**src/hw/rtl/gcm_pkg.sv**
```systemverilog
`timescale 1ns / 1ps

package gcm_pkg;

    // Gradient size; only the first STOP_COUNT stops and widths take part.
    localparam int STOP_COUNT    = 4;
    localparam int CHANNEL_COUNT = 4;

    // Register slots are fixed by the register map.
    localparam int REG_SLOTS = 4;
    localparam int SLOT_W    = $clog2(REG_SLOTS);

    localparam int LEVEL_W  = 17;
    localparam int Q15_W    = 16;
    localparam int WIDTH_W  = 16;
    localparam int COLOUR_W = 32;
    localparam int CHAN_W   = 8;
    localparam int CFG_IDX_W = 3;

    // Running sum of widths never wraps.
    localparam int SUM_W = WIDTH_W + $clog2(REG_SLOTS);

    // Divider: numerator 510*d + w, denominator 2*w, quotient 0..255.
    localparam int NUM_W     = WIDTH_W + 9;
    localparam int DEN_W     = WIDTH_W + 1;
    localparam int QUO_W     = CHAN_W;
    localparam int DIV_STEP  = 2;
    localparam int DIV_STAGES = QUO_W / DIV_STEP;

    // Stages from input to output register: two select, divider, two blend.
    localparam int PIPE_DEPTH = 2 + DIV_STAGES + 2;

    localparam logic [Q15_W-1:0]  ONE_Q15    = 16'h8000;
    localparam logic [CHAN_W-1:0] BYTE_MAX   = 8'hFF;
    localparam logic [15:0]       HALF_ROUND = 16'h0080;

    typedef enum logic [CFG_IDX_W-1:0] {
        CFG_COLOUR_A = 3'd0,
        CFG_COLOUR_B = 3'd1,
        CFG_COLOUR_C = 3'd2,
        CFG_COLOUR_D = 3'd3,
        CFG_WIDTH_A  = 3'd4,
        CFG_WIDTH_B  = 3'd5,
        CFG_WIDTH_C  = 3'd6,
        CFG_WIDTH_D  = 3'd7
    } t_cfg_idx;

    typedef logic [REG_SLOTS-1:0][COLOUR_W-1:0]     t_colour_arr;
    typedef logic [REG_SLOTS-1:0][WIDTH_W-1:0]      t_width_arr;
    typedef logic [CHANNEL_COUNT-1:0][CHAN_W-1:0]   t_pixel;

    // Side information that rides along with the division.
    typedef struct packed {
        logic              hit;
        logic [SLOT_W-1:0] slot;
    } t_div_tag;

    typedef struct packed {
        logic [NUM_W-1:0] num;
        logic [DEN_W-1:0] den;
        t_div_tag         tag;
    } t_div_req;

endpackage

```
**src/hw/rtl/gcm_seg_select.sv**
```systemverilog
`timescale 1ns / 1ps

module gcm_seg_select import gcm_pkg::*; (
    input  logic                      i_clk,
    input  logic                      i_rst_n,
    input  logic                      i_valid,
    output logic                      o_ready,
    input  logic signed [LEVEL_W-1:0] i_level,
    input  t_width_arr                i_width,
    output logic                      o_valid,
    input  logic                      i_ready,
    output t_div_req                  o_req
);

    // Stage A: clamp and segment search.
    logic                 r_a_v;
    logic [Q15_W-1:0]     r_a_lvl;
    logic [SUM_W-1:0]     r_a_start;
    logic [WIDTH_W-1:0]   r_a_w;
    logic [SLOT_W-1:0]    r_a_slot;
    logic                 r_a_hit;

    logic [Q15_W-1:0]     n_lvl;
    logic [SUM_W-1:0]     n_start;
    logic [WIDTH_W-1:0]   n_w;
    logic [SLOT_W-1:0]    n_slot;
    logic                 n_hit;
    logic [SUM_W-1:0]     w_sum [STOP_COUNT];

    // Stage B: numerator and denominator.
    logic                 r_b_v;
    t_div_req             r_b_req;
    t_div_req             n_req;
    logic [WIDTH_W-1:0]   w_d;

    logic w_a_ld;
    logic w_b_ld;

    assign w_b_ld  = !r_b_v || i_ready;
    assign w_a_ld  = !r_a_v || w_b_ld;
    assign o_ready = w_a_ld;
    assign o_valid = r_b_v;
    assign o_req   = r_b_req;

    always_comb begin
        if (i_level[LEVEL_W-1]) begin
            n_lvl = '0;
        end else if (i_level[Q15_W-1:0] > ONE_Q15) begin
            n_lvl = ONE_Q15;
        end else begin
            n_lvl = i_level[Q15_W-1:0];
        end

        for (int k = 0; k < STOP_COUNT; k++) begin
            if (k == 0) begin
                w_sum[k] = SUM_W'(i_width[k]);
            end else begin
                w_sum[k] = w_sum[k-1] + SUM_W'(i_width[k]);
            end
        end

        // Walk from the top so that the lowest matching segment wins.
        n_hit   = 1'b0;
        n_slot  = '0;
        n_start = '0;
        n_w     = '0;
        for (int k = STOP_COUNT - 1; k >= 0; k--) begin
            if (w_sum[k] >= SUM_W'(n_lvl)) begin
                n_hit   = 1'b1;
                n_slot  = (k == 0) ? '0 : SLOT_W'(k - 1);
                n_w     = i_width[k];
                n_start = w_sum[k] - SUM_W'(i_width[k]);
            end
        end
    end

    always_comb begin
        w_d = WIDTH_W'(SUM_W'(r_a_lvl) - r_a_start);
        n_req.tag.hit  = r_a_hit;
        n_req.tag.slot = r_a_slot;
        if ((r_a_w != '0) && (SUM_W'(r_a_lvl) > r_a_start)) begin
            // 510*d + w, rounding half up after division by 2*w.
            n_req.num = (NUM_W'(w_d) << 9) - (NUM_W'(w_d) << 1) + NUM_W'(r_a_w);
            n_req.den = {r_a_w, 1'b0};
        end else begin
            n_req.num = '0;
            n_req.den = DEN_W'(1);
        end
    end

    always_ff @(posedge i_clk) begin
        if (!i_rst_n) begin
            r_a_v <= 1'b0;
            r_b_v <= 1'b0;
        end else begin
            if (w_a_ld) begin
                r_a_v <= i_valid;
            end
            if (w_b_ld) begin
                r_b_v <= r_a_v;
            end
        end
    end

    always_ff @(posedge i_clk) begin
        if (w_a_ld && i_valid) begin
            r_a_lvl   <= n_lvl;
            r_a_start <= n_start;
            r_a_w     <= n_w;
            r_a_slot  <= n_slot;
            r_a_hit   <= n_hit;
        end
        if (w_b_ld && r_a_v) begin
            r_b_req <= n_req;
        end
    end

endmodule

```
**src/hw/rtl/gcm_divider.sv**
```systemverilog
`timescale 1ns / 1ps

module gcm_divider import gcm_pkg::*; (
    input  logic             i_clk,
    input  logic             i_rst_n,
    input  logic             i_valid,
    output logic             o_ready,
    input  t_div_req         i_req,
    output logic             o_valid,
    input  logic             i_ready,
    output logic [QUO_W-1:0] o_quo,
    output t_div_tag         o_tag
);

    logic [DIV_STAGES-1:0] r_v;
    logic [NUM_W-1:0]      r_rem [DIV_STAGES];
    logic [QUO_W-1:0]      r_quo [DIV_STAGES];
    logic [DEN_W-1:0]      r_den [DIV_STAGES];
    t_div_tag              r_tag [DIV_STAGES];
    logic [DIV_STAGES:0]   w_rdy;

    assign w_rdy[DIV_STAGES] = i_ready;
    assign o_ready = w_rdy[0];
    assign o_valid = r_v[DIV_STAGES-1];
    assign o_quo   = r_quo[DIV_STAGES-1];
    assign o_tag   = r_tag[DIV_STAGES-1];

    for (genvar k = 0; k < DIV_STAGES; k++) begin : g_stage
        logic             in_v;
        logic [NUM_W-1:0] in_rem;
        logic [QUO_W-1:0] in_quo;
        logic [DEN_W-1:0] in_den;
        t_div_tag         in_tag;
        logic [NUM_W-1:0] n_rem;
        logic [QUO_W-1:0] n_quo;
        logic [NUM_W-1:0] w_dsh;

        if (k == 0) begin : g_first
            assign in_v   = i_valid;
            assign in_rem = i_req.num;
            assign in_quo = '0;
            assign in_den = i_req.den;
            assign in_tag = i_req.tag;
        end else begin : g_next
            assign in_v   = r_v[k-1];
            assign in_rem = r_rem[k-1];
            assign in_quo = r_quo[k-1];
            assign in_den = r_den[k-1];
            assign in_tag = r_tag[k-1];
        end

        assign w_rdy[k] = !r_v[k] || w_rdy[k+1];

        // Restoring division, two quotient bits per stage, MSB first.
        always_comb begin
            n_rem = in_rem;
            n_quo = in_quo;
            w_dsh = '0;
            for (int b = 0; b < DIV_STEP; b++) begin
                w_dsh = NUM_W'(in_den) << (QUO_W - 1 - k * DIV_STEP - b);
                if (n_rem >= w_dsh) begin
                    n_rem = n_rem - w_dsh;
                    n_quo[QUO_W - 1 - k * DIV_STEP - b] = 1'b1;
                end
            end
        end

        always_ff @(posedge i_clk) begin
            if (!i_rst_n) begin
                r_v[k] <= 1'b0;
            end else if (w_rdy[k]) begin
                r_v[k] <= in_v;
            end
        end

        always_ff @(posedge i_clk) begin
            if (w_rdy[k] && in_v) begin
                r_rem[k] <= n_rem;
                r_quo[k] <= n_quo;
                r_den[k] <= in_den;
                r_tag[k] <= in_tag;
            end
        end
    end

endmodule

```
**src/hw/rtl/gcm_blend.sv**
```systemverilog
`timescale 1ns / 1ps

module gcm_blend import gcm_pkg::*; (
    input  logic              i_clk,
    input  logic              i_rst_n,
    input  logic              i_valid,
    output logic              o_ready,
    input  logic [QUO_W-1:0]  i_factor,
    input  t_div_tag          i_tag,
    input  t_colour_arr       i_colour,
    output logic              o_valid,
    input  logic              i_ready,
    output t_pixel            o_pixel,
    output logic              o_written
);

    // Stage P: per-channel products with rounding constant.
    logic          r_p_v;
    logic          r_p_hit;
    logic [15:0]   r_p1 [CHANNEL_COUNT];
    logic [15:0]   r_p2 [CHANNEL_COUNT];
    logic [15:0]   n_p1 [CHANNEL_COUNT];
    logic [15:0]   n_p2 [CHANNEL_COUNT];

    // Stage O: output register.
    logic          r_o_v;
    logic          r_o_hit;
    t_pixel        r_o_pix;
    t_pixel        n_pix;

    logic [SLOT_W-1:0] w_x2;
    logic [CHAN_W-1:0] w_inv;
    logic w_p_ld;
    logic w_o_ld;

    assign w_o_ld    = !r_o_v || i_ready;
    assign w_p_ld    = !r_p_v || w_o_ld;
    assign o_ready   = w_p_ld;
    assign o_valid   = r_o_v;
    assign o_pixel   = r_o_pix;
    assign o_written = r_o_hit;

    assign w_x2  = SLOT_W'(i_tag.slot + 1'b1);
    assign w_inv = BYTE_MAX - i_factor;

    always_comb begin
        for (int ch = 0; ch < CHANNEL_COUNT; ch++) begin
            n_p1[ch] = 16'(i_colour[i_tag.slot][ch*CHAN_W +: CHAN_W]) * 16'(w_inv)
                     + HALF_ROUND;
            n_p2[ch] = 16'(i_colour[w_x2][ch*CHAN_W +: CHAN_W]) * 16'(i_factor)
                     + HALF_ROUND;
        end
    end

    always_comb begin
        for (int ch = 0; ch < CHANNEL_COUNT; ch++) begin
            if (r_p_hit) begin
                n_pix[ch] = CHAN_W'(r_p1[ch][15:8] + r_p2[ch][15:8]);
            end else begin
                n_pix[ch] = '0;
            end
        end
    end

    always_ff @(posedge i_clk) begin
        if (!i_rst_n) begin
            r_p_v <= 1'b0;
            r_o_v <= 1'b0;
        end else begin
            if (w_p_ld) begin
                r_p_v <= i_valid;
            end
            if (w_o_ld) begin
                r_o_v <= r_p_v;
            end
        end
    end

    always_ff @(posedge i_clk) begin
        if (w_p_ld && i_valid) begin
            r_p_hit <= i_tag.hit;
            for (int ch = 0; ch < CHANNEL_COUNT; ch++) begin
                r_p1[ch] <= n_p1[ch];
                r_p2[ch] <= n_p2[ch];
            end
        end
        if (w_o_ld && r_p_v) begin
            r_o_hit <= r_p_hit;
            r_o_pix <= n_pix;
        end
    end

endmodule

```
**src/hw/rtl/gradient_colour_map_unit.sv**
```systemverilog
`timescale 1ns / 1ps

// Gradient colour map. Each input beat carries one Q1.15 intensity (17-bit
// two's complement, clamped to 0..1.0) and produces exactly one output beat:
// four 8-bit channel bytes blended between two adjacent gradient stops, plus
// a flag that is low when the intensity lies beyond the sum of all segment
// widths (the channels are then zero). The unit is a fully pipelined datapath
// of eight register stages: two for clamping, the segment search and the
// divider operands, four for the radix-4 restoring divider that forms the
// blend factor, and two for the channel products and the final sum. A new
// beat is accepted every cycle while the output is not stalled. Every stage
// holds its own valid bit, so a stall at the output fills the pipeline
// bubble by bubble before the input deasserts ready. Stop colours and segment
// widths are written through the configuration channel, which is always
// ready; writes must happen only while no beat is in flight, because the
// stages read the registers directly.

module gradient_colour_map_unit import gcm_pkg::*; (
    input  logic                       i_clk,
    input  logic                       i_rst_n,
    input  logic                       i_valid,
    output logic                       o_ready,
    input  logic signed [LEVEL_W-1:0]  i_level,
    output logic                       o_valid,
    input  logic                       i_ready,
    output logic [CHAN_W-1:0]          o_chan_zero,
    output logic [CHAN_W-1:0]          o_chan_one,
    output logic [CHAN_W-1:0]          o_chan_two,
    output logic [CHAN_W-1:0]          o_chan_three,
    output logic                       o_pixel_written,
    input  logic                       i_cfg_valid,
    output logic                       o_cfg_ready,
    input  logic [CFG_IDX_W-1:0]       i_cfg_index,
    input  logic [COLOUR_W-1:0]        i_cfg_data
);

    t_colour_arr r_colour;
    t_width_arr  r_width;

    // Inter-stage handshakes.
    logic     w_sel_valid;
    logic     w_sel_ready;
    t_div_req w_sel_req;

    logic             w_div_valid;
    logic             w_div_ready;
    logic [QUO_W-1:0] w_div_quo;
    t_div_tag         w_div_tag;

    t_pixel w_pixel;

    assign o_cfg_ready = 1'b1;

    // Register file. Colours and widths are kept for all four slots; only the
    // first STOP_COUNT take part in the mapping.
    always_ff @(posedge i_clk) begin
        if (!i_rst_n) begin
            r_colour[0] <= 32'h0000_0000;
            r_colour[1] <= 32'h7F00_00FF;
            r_colour[2] <= 32'hFF00_FFFF;
            r_colour[3] <= 32'hFFFF_FFFF;
            r_width[0]  <= 16'd8192;
            r_width[1]  <= 16'd8192;
            r_width[2]  <= 16'd8192;
            r_width[3]  <= 16'd8192;
        end else if (i_cfg_valid) begin
            case (t_cfg_idx'(i_cfg_index))
                CFG_COLOUR_A: r_colour[0] <= i_cfg_data;
                CFG_COLOUR_B: r_colour[1] <= i_cfg_data;
                CFG_COLOUR_C: r_colour[2] <= i_cfg_data;
                CFG_COLOUR_D: r_colour[3] <= i_cfg_data;
                CFG_WIDTH_A:  r_width[0]  <= i_cfg_data[WIDTH_W-1:0];
                CFG_WIDTH_B:  r_width[1]  <= i_cfg_data[WIDTH_W-1:0];
                CFG_WIDTH_C:  r_width[2]  <= i_cfg_data[WIDTH_W-1:0];
                CFG_WIDTH_D:  r_width[3]  <= i_cfg_data[WIDTH_W-1:0];
                default: ;
            endcase
        end
    end

    gcm_seg_select u_sel (
        .i_clk   (i_clk),
        .i_rst_n (i_rst_n),
        .i_valid (i_valid),
        .o_ready (o_ready),
        .i_level (i_level),
        .i_width (r_width),
        .o_valid (w_sel_valid),
        .i_ready (w_sel_ready),
        .o_req   (w_sel_req)
    );

    gcm_divider u_div (
        .i_clk   (i_clk),
        .i_rst_n (i_rst_n),
        .i_valid (w_sel_valid),
        .o_ready (w_sel_ready),
        .i_req   (w_sel_req),
        .o_valid (w_div_valid),
        .i_ready (w_div_ready),
        .o_quo   (w_div_quo),
        .o_tag   (w_div_tag)
    );

    gcm_blend u_blend (
        .i_clk     (i_clk),
        .i_rst_n   (i_rst_n),
        .i_valid   (w_div_valid),
        .o_ready   (w_div_ready),
        .i_factor  (w_div_quo),
        .i_tag     (w_div_tag),
        .i_colour  (r_colour),
        .o_valid   (o_valid),
        .i_ready   (i_ready),
        .o_pixel   (w_pixel),
        .o_written (o_pixel_written)
    );

    // Channels beyond CHANNEL_COUNT read as zero.
    assign o_chan_zero  = w_pixel[0];
    assign o_chan_one   = (CHANNEL_COUNT > 1) ? w_pixel[(CHANNEL_COUNT > 1) ? 1 : 0] : '0;
    assign o_chan_two   = (CHANNEL_COUNT > 2) ? w_pixel[(CHANNEL_COUNT > 2) ? 2 : 0] : '0;
    assign o_chan_three = (CHANNEL_COUNT > 3) ? w_pixel[(CHANNEL_COUNT > 3) ? 3 : 0] : '0;

endmodule

```
**config.mk**
```make
export PLATFORM = sky130hd
export DESIGN_NAME = gradient_colour_map_unit
export DESIGN_NICKNAME = d
export VERILOG_FILES = /design/src/hw/rtl/gcm_pkg.sv /design/src/hw/rtl/gcm_seg_select.sv /design/src/hw/rtl/gcm_divider.sv /design/src/hw/rtl/gcm_blend.sv /design/src/hw/rtl/gradient_colour_map_unit.sv
export SDC_FILE = /design/constraint.sdc
export NUM_CORES = 2
export LEC_CHECK = 0
export BUFFER_PORTS_ARGS = -buffer_cell sky130_fd_sc_hd__buf_2
export CAP_MARGIN = 25
export CORE_AREA = 2 2 290 321
export DETAILED_ROUTE_END_ITERATION = 16
export DIE_AREA = 0 0 292 323
export PLACE_DENSITY = 0.74
export SLEW_MARGIN = 25
export SYNTH_ARGS = -nofsm -noshare
export SYNTH_HDL_FRONTEND = slang
export SYNTH_SLANG_ARGS = --single-unit
```
**constraint.sdc**
```tcl
create_clock -name i_clk -period 6.5 [get_ports i_clk]
set_clock_uncertainty 0.2 [all_clocks]
set_input_delay 1.3 -clock i_clk [delete_from_list [all_inputs] [get_ports i_clk]]
set_output_delay 1.3 -clock i_clk [all_outputs]
set_load 0.1 [all_outputs]
```
==> out/summary.txt <==
Status = complete, no violations
Worst path slowest cell = o41a_1
DRC Markers = 0
Total track usage = 0.2982
Slew margin rel. = 0.3034
CTS tree = built
Root Buffer = clkbuf_16
GR Overflow Total = 0
Longest Clk Path Bufs = 3
Syn Nets = 6,987
Most common library cells after synthesis = nand2_1 (685), ha_1 (668), inv_1 (661), nor2_1 (491), edfxtp_1 (350)
Mapped cell area = 53,300 µm²
Cell area after layout = 59,250 µm²
Final number of max-transition violations = 0
FMAX = 160.2 MHz
Worst EP arrival = 6430 ps
Detail Route Antenna Nets = 0
TritonCTS Buffers = 61
WL/cell = 19.12 µm
Synth warnings = 0
Core Rows = 117
Initial antenna violation count = 6
Area grow syn2layout = 11.15%
Die area = 94,320 µm²
HPWL Detailed = 112,000 µm
Crit path kind = reg -> reg
Max Cap Viol = 0
Crit path max fanout = 3
Starting Density = 0.5826
Pin count of the biggest net entering global routing = 111
Sw Share = 0.3656
WP buf/inv = 4
Hold Vio Cnt, Final = 0
Post-synthesis async set-or-reset flop share = 0
Crit start category = register
Sequential Power Share = 0.299
Final period util = 0.9604
Vias per Instance = 5.836
Maximum VDD drop = 0.1955 mV
Hold Buf Count CTS = 0
Seq/Total Area, Yosys = 0.2723
Cell taking the most area after synthesis = edfxtp_1
Yosys top cell area share = 0.1972
1st-iter DRT viols = 2,975
Post-Route WL = 141,900 µm
Syn Area/Cell = 8.949 µm²
PD cells = 234.6 nW/µm²
Cell count after synthesis = 5,956
Ports = 93
Switch Pwr = 5.083 mW
Crit. End Element = register
Die X = 292 µm
WP data required = 6690 ps
Area contributors post-synth = edfxtp_1 (20%), ha_1 (16%), fa_1 (11%)
Post-synth EDFFs = 350
CP peak stage delay = 420 ps
Fill cells = 7,595
Drt pass-1 iters = 6
Clock power frac = 0.256
Vias in the first global route = 42.77k
H-Tree Depth = 2
Chip Height = 323 µm
Flops & latches, synth = 550
Min-Delay Path Class = reg -> reg
Delay-heaviest family, CP = compound AO/OA/AOI/OAI gates
Pint = 8.818 mW
Pleak = 26.71 nW
Nets@finish = 7,211
Logic pwr share = 0.444
RePlAce Congestion = 0.9702
Share of layout cells above drive strength 1 = 0.1138
DP Area = 56,730 µm²
# setup viols final = 0
Worst slew pin tran = 1045 ps
Count leader, synth = nand2_1
Final Power = 13.90 mW
Clock Latency Late Sink = 650 ps
Final min period = 6243 ps
Synth unique cells = 92
Vias = 43.32k
IO buf count = 91
Clk slew on worst S/H paths = 60 ps
Predominant post-synthesis flop cell = edfxtp_1
First-pass GRT wire length = 224,100 µm
Core area = 91,490 µm²
Clk sinks = 550
worst paths after layout:
check / start / endpoint / slack [ps] / cells after the start
worst max-delay path: r_width[0] / u_sel.r_a_start[1] / 260 / 33
worst min-delay path: u_sel.r_a_slot[0] / u_sel.o_req[0] / 210 / 0
worst max register to register: r_width[0] / u_sel.r_a_start[1] / 260 / 33
worst min register to register: u_sel.r_a_slot[0] / u_sel.o_req[0] / 210 / 0
final cells by class:
class	instances	area (µm²)	share of cell area
Antenna cell	2	5.005	0.00008447
Tap cell	1190	1489	0.02513
Timing Repair Buffer	370	2790	0.04709
Clock inverter	28	321.6	0.005427
Sequential cell	550	14520	0.2450
Inverter	663	2489	0.04200
Multi-Input combinational cell	4534	35900	0.6059
Clock buffer	85	1739	0.02935
per-layer routing:
layer / GRT usage / vias to the layer above / wire length, µm
met3: 0.03628 / 323 / 8303
met5: 0 / - / 46
met2: 0.4984 / 1330 / 65530
met4: 0.1309 / 8 / 6789
met1: 0.3908 / 20790 / 61220
li1: - / 20870 / -
registers in the layout (all words and copies together), names as in the netlist, 3 cells and up:
register,flops
r_colour,128
r_width,64
u_blend.o_pixel,32
u_blend.r_p1,32
u_blend.r_p2,32
u_div.g_stage.in_v,3
u_div.r_den,50
u_div.r_quo,20
u_div.r_rem,73
u_div.r_tag,12
u_sel.o_req,44
u_sel.r_a_lvl,16
u_sel.r_a_start,18
u_sel.r_a_w,16
power by group through the flow:
stage | clock, mW | combinational [mW] | sequential (mW)
floorplan | 0 | 4.45 | 4.18
finish | 3.56 | 6.18 | 4.16
global route | 3.75 | 6.87 | 4.17
CTS | 3.62 | 5.98 | 4.15
global placement | 0 | 5.79 | 4.22
detailed placement | 0 | 5.92 | 4.23
repair_timing:
action                     CTS  global route
setup endpoints to repair   23            41
buffers inserted             0             7
pin swaps                    0            32
gates cloned                 0             1
resized for setup            5            70
stage by stage:
stage / utilization / setup WS [ps] / cells / setup TNS (ps) / hold WS, ps
after detailed placement: 0.6201 / -173.0 / 7298 / -2531 / 205.6
after global placement: 0.6196 / 10.07 / 7296 / 0 / 201.1
after CTS: 0.6429 / 10.68 / 7411 / 0 / 215.6
after floorplan: - / 64.10 / 5956 / 0 / 200.3
final: 0.6475 / 257.5 / 7422 / 0 / 209.3
after global routing: 0.6475 / -89.72 / 7421 / -388.1 / 222.2
cell usage in the layout, fill, tap and decap left out, drive strengths merged, types with 14 or more instances in the layout:
cell type	Yosys	final
fa	306	306
o21ai	192	192
a21boi	128	128
inv	662	665
and3	36	36
a21oi	322	322
o41ai	15	15
nand2	685	685
or3	17	17
dfxtp	200	200
ha	668	668
xor2	84	84
a2111oi	14	14
a211oi	26	26
nor2	491	491
o21a	110	110
nor3b	23	23
o31ai	27	27
o211ai	22	22
a31oi	25	25
nor3	101	101
and2	175	175
edfxtp	350	350
nand2b	104	104
or2	57	57
a21o	99	99
xnor2	173	173
o21bai	36	36
nand4	45	45
mux2i	76	76
nand3	126	126
a311oi	24	24
buf	16	369
mux2	94	94
clkbuf	193	86
nor2b	65	65
o31a	16	16
nor4	29	29
clkinv	1	18
logic make-up (layout without fill, tap and decap cells):
logic type / count (synthesis) / count (layout) / share of synthesized area
adder cells (fa/ha/maj): 974 / 974 / 0.2717
buffers and inverters: 872 / 1146 / 0.06202
AND/OR/NAND/NOR: 1990 / 1990 / 0.1758
multiplexers: 172 / 172 / 0.03547
AO/OA/AOI/OAI: 1139 / 1139 / 0.1400
flip-flops: 550 / 550 / 0.2723
XOR/XNOR: 258 / 258 / 0.04265
other: 1 / 3 / 0.00007035
Power figures use the tool's default switching activity.
